[src/design/utf8sd_pkg.sv]
// ----------------------------------------------------------------------------
// UTF-8 stream decoder package
// Shared widths, byte codes and the decoder state and result records.
// ----------------------------------------------------------------------------
package utf8sd_pkg;

    localparam int CP_W          = 21;
    localparam int END_W         = 16;
    localparam int LIMIT_W       = 16;
    localparam int OFFSET_W_DEF  = 16;

    localparam logic [LIMIT_W-1:0] MAX_BYTES_RST = 16'hFFFF;

    // Lead byte boundaries
    localparam logic [7:0] LEAD4_MIN = 8'hF0;
    localparam logic [7:0] LEAD3_MIN = 8'hE0;
    localparam logic [7:0] MULTI_MIN = 8'h80;
    localparam logic [7:0] ZERO_BYTE = 8'h00;

    // Continuation byte tag (top two bits)
    localparam logic [1:0] CONT_TAG = 2'b10;

    // Continuation bytes still expected after each lead kind
    localparam logic [1:0] PEND_NONE = 2'd0;
    localparam logic [1:0] PEND_ONE  = 2'd1;
    localparam logic [1:0] PEND_TWO  = 2'd2;
    localparam logic [1:0] PEND_3    = 2'd3;

    typedef struct packed {
        logic [1:0]      pending;
        logic [CP_W-1:0] acc;
        logic            bad;
        logic            stopped;
    } utf8sd_state_t;

    typedef struct packed {
        logic             symbol_done;
        logic [CP_W-1:0]  codepoint;
        logic [END_W-1:0] end_offset;
        logic             within_limit;
        logic             malformed;
        logic             is_last;
    } utf8sd_result_t;

    // Pad an open run with zero bits for the continuation bytes still missing
    function automatic logic [CP_W-1:0] pad_run(input logic [CP_W-1:0] acc,
                                                 input logic [1:0] pending);
        logic [CP_W-1:0] r;
        r = acc;
        case (pending)
            PEND_ONE: r = {acc[CP_W-7:0], 6'b0};
            PEND_TWO: r = {acc[CP_W-13:0], 12'b0};
            PEND_3:   r = {acc[CP_W-19:0], 18'b0};
            default:  r = acc;
        endcase
        return r;
    endfunction

endpackage

[src/design/utf8_stream_decoder_top.sv]
// Path: an accepted request waits in the input register and is decoded out of it
//   into the result register, which drives the m_ side.
// Throughput: one byte per cycle while m_ready keeps up; the decode and state
//   update per byte fit in one pass between the input and result registers.
// Reset: aresetn is synchronous, active low; it empties both registers, clears
//   the decoder state and sets max_bytes to 65535.
// ----------------------------------------------------------------------------
// UTF-8 stream decoder top level
// Byte-at-a-time UTF-8 decoder with sticky malformed flag and offset limit.
// ----------------------------------------------------------------------------
module utf8_stream_decoder_top
    import utf8sd_pkg::*;
#(
    parameter int OFFSET_WIDTH = OFFSET_W_DEF
) (
    input  logic               aclk,
    input  logic               aresetn,
    // configuration
    input  logic               cfg_we,
    input  logic [LIMIT_W-1:0] cfg_wdata,
    // byte requests
    input  logic               s_valid,
    output logic               s_ready,
    input  logic [7:0]         s_byte_in,
    input  logic               s_last,
    // result requests
    output logic               m_valid,
    input  logic               m_ready,
    output logic               m_symbol_done,
    output logic [CP_W-1:0]    m_codepoint,
    output logic [END_W-1:0]   m_end_offset,
    output logic               m_within_limit,
    output logic               m_malformed,
    output logic               m_is_last
);

    // Byte limit register
    logic [LIMIT_W-1:0] max_bytes_reg;

    // Input register
    logic       in_valid_reg;
    logic [7:0] byte_reg;
    logic       last_reg;

    // Decoder state
    utf8sd_state_t           state_reg;
    utf8sd_state_t           state_next;
    logic [OFFSET_WIDTH-1:0] offset_reg;
    logic [OFFSET_WIDTH-1:0] offset_next;

    // Result register
    logic           out_valid_reg;
    utf8sd_result_t result_reg;
    utf8sd_result_t result_next;

    logic advance;

    // Advance the byte in the input register when the result slot is free
    // or is being taken this cycle.
    assign advance = in_valid_reg && (!out_valid_reg || m_ready);
    // Accept a new request when the input register empties or is advancing.
    assign s_ready = !in_valid_reg || advance;

    utf8sd_step #(
        .OFFSET_WIDTH (OFFSET_WIDTH)
    ) u_step (
        .state       (state_reg),
        .offset      (offset_reg),
        .max_bytes   (max_bytes_reg),
        .byte_in     (byte_reg),
        .last        (last_reg),
        .state_next  (state_next),
        .offset_next (offset_next),
        .result      (result_next)
    );

    // Configuration write
    always_ff @(posedge aclk) begin
        if (!aresetn) begin
            max_bytes_reg <= MAX_BYTES_RST;
        end else if (cfg_we) begin
            max_bytes_reg <= cfg_wdata;
        end
    end

    // Input register: hold the request until it advances
    always_ff @(posedge aclk) begin
        if (!aresetn) begin
            in_valid_reg <= 1'b0;
        end else if (s_ready) begin
            in_valid_reg <= s_valid;
        end
    end

    always_ff @(posedge aclk) begin
        if (s_valid && s_ready) begin
            byte_reg <= s_byte_in;
            last_reg <= s_last;
        end
    end

    // Decoder state: update only when a byte advances
    always_ff @(posedge aclk) begin
        if (!aresetn) begin
            state_reg  <= '0;
            offset_reg <= '0;
        end else if (advance) begin
            state_reg  <= state_next;
            offset_reg <= offset_next;
        end
    end

    // Result register: load on advance, drop once taken
    always_ff @(posedge aclk) begin
        if (!aresetn) begin
            out_valid_reg <= 1'b0;
        end else if (advance) begin
            out_valid_reg <= 1'b1;
        end else if (m_ready) begin
            out_valid_reg <= 1'b0;
        end
    end

    always_ff @(posedge aclk) begin
        if (advance) begin
            result_reg <= result_next;
        end
    end

    assign m_valid        = out_valid_reg;
    assign m_symbol_done  = result_reg.symbol_done;
    assign m_codepoint    = result_reg.codepoint;
    assign m_end_offset   = result_reg.end_offset;
    assign m_within_limit = result_reg.within_limit;
    assign m_malformed    = result_reg.malformed;
    assign m_is_last      = result_reg.is_last;

`ifndef SYNTH
    // A stopped string never keeps a run open
    a_stopped_no_run: assert property (@(posedge aclk) disable iff (!aresetn)
        state_reg.stopped |-> state_reg.pending == PEND_NONE)
        else $error("stopped with open run");

    // A result without a completed code point carries a zero code point
    a_cp_zero: assert property (@(posedge aclk) disable iff (!aresetn)
        (m_valid && !m_symbol_done) |-> m_codepoint == '0)
        else $error("code point without symbol_done");

    // The last byte of a string returns the decoder state to reset
    a_last_clears: assert property (@(posedge aclk) disable iff (!aresetn)
        (advance && last_reg) |=>
            (state_reg == '0 && offset_reg == '0))
        else $error("state not cleared after last byte");

    // An empty result slot never blocks the input side
    a_ready_when_empty: assert property (@(posedge aclk) disable iff (!aresetn)
        !out_valid_reg |-> s_ready)
        else $error("input stalled with empty result slot");
`endif

endmodule

[src/design/utf8sd_step.sv]
// ----------------------------------------------------------------------------
// UTF-8 stream decoder step logic
// Combinational next state and result for one byte of the string.
// ----------------------------------------------------------------------------
module utf8sd_step
    import utf8sd_pkg::*;
#(
    parameter int OFFSET_WIDTH = OFFSET_W_DEF
) (
    input  utf8sd_state_t            state,
    input  logic [OFFSET_WIDTH-1:0]  offset,
    input  logic [LIMIT_W-1:0]       max_bytes,
    input  logic [7:0]               byte_in,
    input  logic                     last,
    output utf8sd_state_t            state_next,
    output logic [OFFSET_WIDTH-1:0]  offset_next,
    output utf8sd_result_t           result
);

    localparam int CMP_W = (OFFSET_WIDTH > LIMIT_W) ? OFFSET_WIDTH : LIMIT_W;
    localparam logic [OFFSET_WIDTH-1:0] OFFSET_MAX = '1;

    utf8sd_state_t           st;
    logic [OFFSET_WIDTH-1:0] off;
    logic                    done;
    logic [CP_W-1:0]         cp;
    logic [CP_W-1:0]         acc_shift;
    logic [1:0]              pend_dec;

    always_comb begin
        st        = state;
        off       = offset;
        done      = 1'b0;
        cp        = '0;
        acc_shift = {state.acc[CP_W-7:0], byte_in[5:0]};
        pend_dec  = 2'(state.pending - 2'd1);

        if (!state.stopped) begin
            if (byte_in == ZERO_BYTE) begin
                // Zero byte: close any open run and stop
                if (state.pending != PEND_NONE) begin
                    st.bad     = 1'b1;
                    cp         = pad_run(state.acc, state.pending);
                    done       = 1'b1;
                    st.pending = PEND_NONE;
                    st.acc     = '0;
                end
                st.stopped = 1'b1;
            end else begin
                if (offset != OFFSET_MAX) begin
                    off = OFFSET_WIDTH'(offset + 1'b1);
                end
                if (state.pending == PEND_NONE) begin
                    if (byte_in < MULTI_MIN) begin
                        cp   = CP_W'(byte_in);
                        done = 1'b1;
                    end else if (byte_in >= LEAD4_MIN) begin
                        st.acc     = CP_W'(byte_in[2:0]);
                        st.pending = PEND_3;
                    end else if (byte_in >= LEAD3_MIN) begin
                        st.acc     = CP_W'(byte_in[3:0]);
                        st.pending = PEND_TWO;
                    end else begin
                        st.acc     = CP_W'(byte_in[4:0]);
                        st.pending = PEND_ONE;
                    end
                end else begin
                    if (byte_in[7:6] != CONT_TAG) begin
                        st.bad = 1'b1;
                    end
                    st.pending = pend_dec;
                    if (pend_dec == PEND_NONE) begin
                        cp     = acc_shift;
                        done   = 1'b1;
                        st.acc = '0;
                    end else begin
                        st.acc = acc_shift;
                    end
                end
                // Run cut short by the end of the string
                if (last && st.pending != PEND_NONE) begin
                    st.bad     = 1'b1;
                    cp         = pad_run(st.acc, st.pending);
                    done       = 1'b1;
                    st.pending = PEND_NONE;
                    st.acc     = '0;
                end
            end
        end

        result.symbol_done  = done;
        result.codepoint    = cp;
        result.end_offset   = END_W'(off);
        result.within_limit = (CMP_W'(off) <= CMP_W'(max_bytes));
        result.malformed    = st.bad;
        result.is_last      = last;

        // End of string: drop all string state
        if (last) begin
            state_next  = '0;
            offset_next = '0;
        end else begin
            state_next  = st;
            offset_next = off;
        end
    end

endmodule

[config.mk]
export PLATFORM = sky130hd
export DESIGN_NAME = utf8_stream_decoder_top
export DESIGN_NICKNAME = d
export VERILOG_FILES = /design/src/design/utf8sd_pkg.sv /design/src/design/utf8_stream_decoder_top.sv /design/src/design/utf8sd_step.sv
export SDC_FILE = /design/constraint.sdc
export NUM_CORES = 1
export LEC_CHECK = 0
export ABC_AREA = 1
export BUFFER_PORTS_ARGS = -buffer_cell sky130_fd_sc_hd__buf_2
export CAP_MARGIN = 25
export CORE_MARGIN = 2
export CORE_UTILIZATION = 45
export CTS_CLUSTER_SIZE = 14
export DETAILED_ROUTE_END_ITERATION = 8
export PLACE_DENSITY = 0.63
export SLEW_MARGIN = 10
export SYNTH_ARGS = -nofsm -noshare
export SYNTH_HDL_FRONTEND = slang
export SYNTH_SLANG_ARGS = --single-unit
[constraint.sdc]
create_clock -name aclk -period 4.4 [get_ports aclk]
set_input_delay 0.88 -clock aclk [delete_from_list [all_inputs] [get_ports aclk]]
set_output_delay 0.88 -clock aclk [all_outputs]
set_load 0.01 [all_outputs]
==> reports/metrics.csv <==
stage,metric,value,unit
status,run status,completed,
clocking,CTS-repair resized insts,0,
yosys,synth unique cells,39,
global_routing,largest net degree at the start of global routing,43,
detailed_routing,Via density,5.36,
critical_path,crit end category,register,
critical_path,WS Path Type,register to register,
global_routing,first-pass GRT wire length,21.4,mm
power,Pleak,2.52,nW
yosys,post-synthesis sequential area ratio,0.481,
yosys,Synth Instances,668,
timing,Setup TNS,0,ns
detailed_routing,final WL,13.2,mm
global_routing,total track usage,0.211,
timing,unrepaired setup endpoints after global routing,no,
floorplanning,DIE HEIGHT,113,um
clocking,CTS tree,yes,
final_layout,layout cells sized above 1,0.158,
power,"Power, Total",2.03,mW
yosys,predominant post-synthesis flop cell,dfxtp_1,
detailed_routing,post-route ant nets,0,
critical_path,WP data required,4.51,ns
timing,worst slew pin tran,0.899,ns
min_path,Worst Hold Class,register to register,
detailed_routing,initial drt markers,428,
final_layout,design area,6070,sq um
yosys,ys async rst share,0,
clocking,H-tree depth,3,
timing,max-slew violations,0,
placement,number of port buffers,72,
clocking,post-CTS setup buffer count,0,
yosys,Yosys reg bits,103,
timing,final setup violating endpoints,0,
power,peak supply drop,0.262,mV
placement,RePlAce Congestion,0.914,
timing,Clock Skew,0.00901,ns
floorplanning,Starting Density,0.465,
yosys,Syn. warnings,0,
timing,Worst slew margin,0.398,
power,pwr/cell area,335,nW/um^2
yosys,Synth top area share,0.282,
run,Max Cap Viol,0,
final_layout,nets@finish,778,
timing,Fin. Hold Viols,0,
detailed_routing,DRC viols,0,
clocking,CTS Buf Count,9,
final_layout,"commonest non-fill, non-tap cell in the layout",nand2_1,
placement,Post-DP HPWL,9.72,mm
yosys,"Cell Area, Synth",5330,sq um
clocking,Clock Path Buffers,2,
power,Internal,1.53,mW
detailed_routing,wire per inst,15.0,um
timing,fin crit share,0.665,
power,clock power share,0.379,
power,Seq pwr share,0.525,
timing,Fmax,0.342,GHz
final_layout,max reg flops,21,
global_routing,antenna violations before repair,1,
floorplanning,boundary pin count,73,
global_routing,vias in the first global route,4369,
power,combinational share of power,0.096,
placement,DP Area,5790,sq um
floorplanning,Die W,113,um
final_layout,Syn-to-layout area delta,14.0,%
detailed_routing,DR pass1 iterations,5,
clocking,later-pin clock latency in the skew report,0.35,ns
timing,shortest period the worst path allows,2.92,ns
floorplanning,core area,11500,sq um
yosys,"EDFF count, synth",50,
clocking,Root Buffer Master,clkbuf_16,
final_layout,most frequent cells in the layout,"nand2_1 (171), inv_1 (75), a21oi_1 (72), buf_2 (72), dfxtp_1 (53)",
critical_path,Worst Path Max Fanout,13,
floorplanning,area of the die,12700,sq um
clocking,Sink Count,103,
yosys,Mean Syn Cell Area,7.98,sq um
critical_path,arrival time worst endpoint,3.04,ns
yosys,Syn Nets,715,
clocking,clk slew on worst S/H paths,0.07,ns
power,Sw Ratio,0.250,
critical_path,CP Launch Type,register,
yosys,"area leader, netlist",edfxtp_1,
floorplanning,Rows,39,
yosys,Area contributors post-synth,"edfxtp_1 (28%), dfxtp_1 (20%), nand2_1 (12%)",
global_routing,remaining global-route overflow,0,
power,P_sw,0.509,mW
clocking,Post-CTS Hold Fix Bufs,0,
detailed_routing,DR vias,4717,
power groups by stage:
stage	registers (mW)	logic (mW)	clock network, mW
2_1_floorplan	1.10	0.114	0
3_3_place_gp	1.09	0.192	0
3_5_place_dp	1.09	0.194	0
4_1_cts	1.07	0.195	0.787
5_1_grt	1.07	0.219	0.821
6_report	1.07	0.195	0.772
per-layer routing:
metal | share of wire | routed length (um) | GRT usage
met5 | 0 | 0 | 0
met4 | 0.018 | 239 | 0.0829
met3 | 0.071 | 936 | 0.0482
met2 | 0.43 | 5710 | 0.313
met1 | 0.48 | 6340 | 0.302
through the flow:
| stage | hold WS (ns) | setup WS [ns] | utilization | std cells |
|---|---|---|---|---|
| finish | 0.472 | 1.48 | 0.530 | 880 |
| floorplan | 0.435 | 1.72 | - | 668 |
| global placement | 0.455 | 1.64 | 0.505 | 863 |
| CTS | 0.471 | 1.52 | 0.529 | 879 |
| global route | 0.511 | 1.22 | 0.530 | 880 |
| detailed placement | 0.461 | 1.52 | 0.505 | 863 |
area by class of cell:
type,instances,area [sq um]
tap,143,179
timing repair buffer,77,398
multi-input combinational,458,2340
sequential,103,2560
clock buffer,11,253
antenna,1,2.50
inverter,82,310
fill,1070,5400
clock inverter,5,31.3
cells by family (layout without fill, tap and decap cells):
logic type / after synthesis / count (layout) / share of synthesized area
xor+xnor: 2 / 2 / 0.00470
simple gates: 293 / 293 / 0.245
compound gates: 146 / 146 / 0.149
fa+ha+maj: 17 / 17 / 0.0399
other cells: 0 / 1 / 0
buf+inv: 107 / 175 / 0.0806
flops: 103 / 103 / 0.481
path summary, 6_finish.rpt:
path,startpoint,to,slack [ns],cells past startpoint
hold reg to reg,max_bytes_reg[7],max_bytes_reg[7],0.47,2
hold / removal,max_bytes_reg[7],max_bytes_reg[7],0.47,2
setup reg to reg,byte_reg[6],m_within_limit,1.48,15
setup / recovery,byte_reg[6],m_within_limit,1.48,15
critical path: stages, from the launching register on:
cell,delay (ns)
edfxtp_1,0.48
nor2_1,0.14
nand2_1,0.07
nor2_2,0.17
nor2_2,0.06
inv_1,0.45
nand2_1,0.13
a21boi_0,0.19
ha_1,0.33
nand2_1,0.06
inv_1,0.05
nand3_1,0.08
nor3_1,0.23
o21ai_0,0.14
nand2_1,0.07
nand2_1,0.04
synth_stat cells, types with 7 or more instances:
| master | instances |
|---|---|
| edfxtp_1 | 50 |
| dfxtp_1 | 53 |
| nor2_1 | 38 |
| clkbuf_1 | 12 |
| nor2_2 | 7 |
| o21ai_0 | 47 |
| nor3_1 | 9 |
| nand3_1 | 40 |
| buf_2 | 11 |
| nand4_1 | 15 |
| inv_1 | 76 |
| ha_1 | 17 |
| nand2_1 | 171 |
| a21oi_1 | 72 |
| a22oi_1 | 12 |
(Power assumes the default switching activity.)
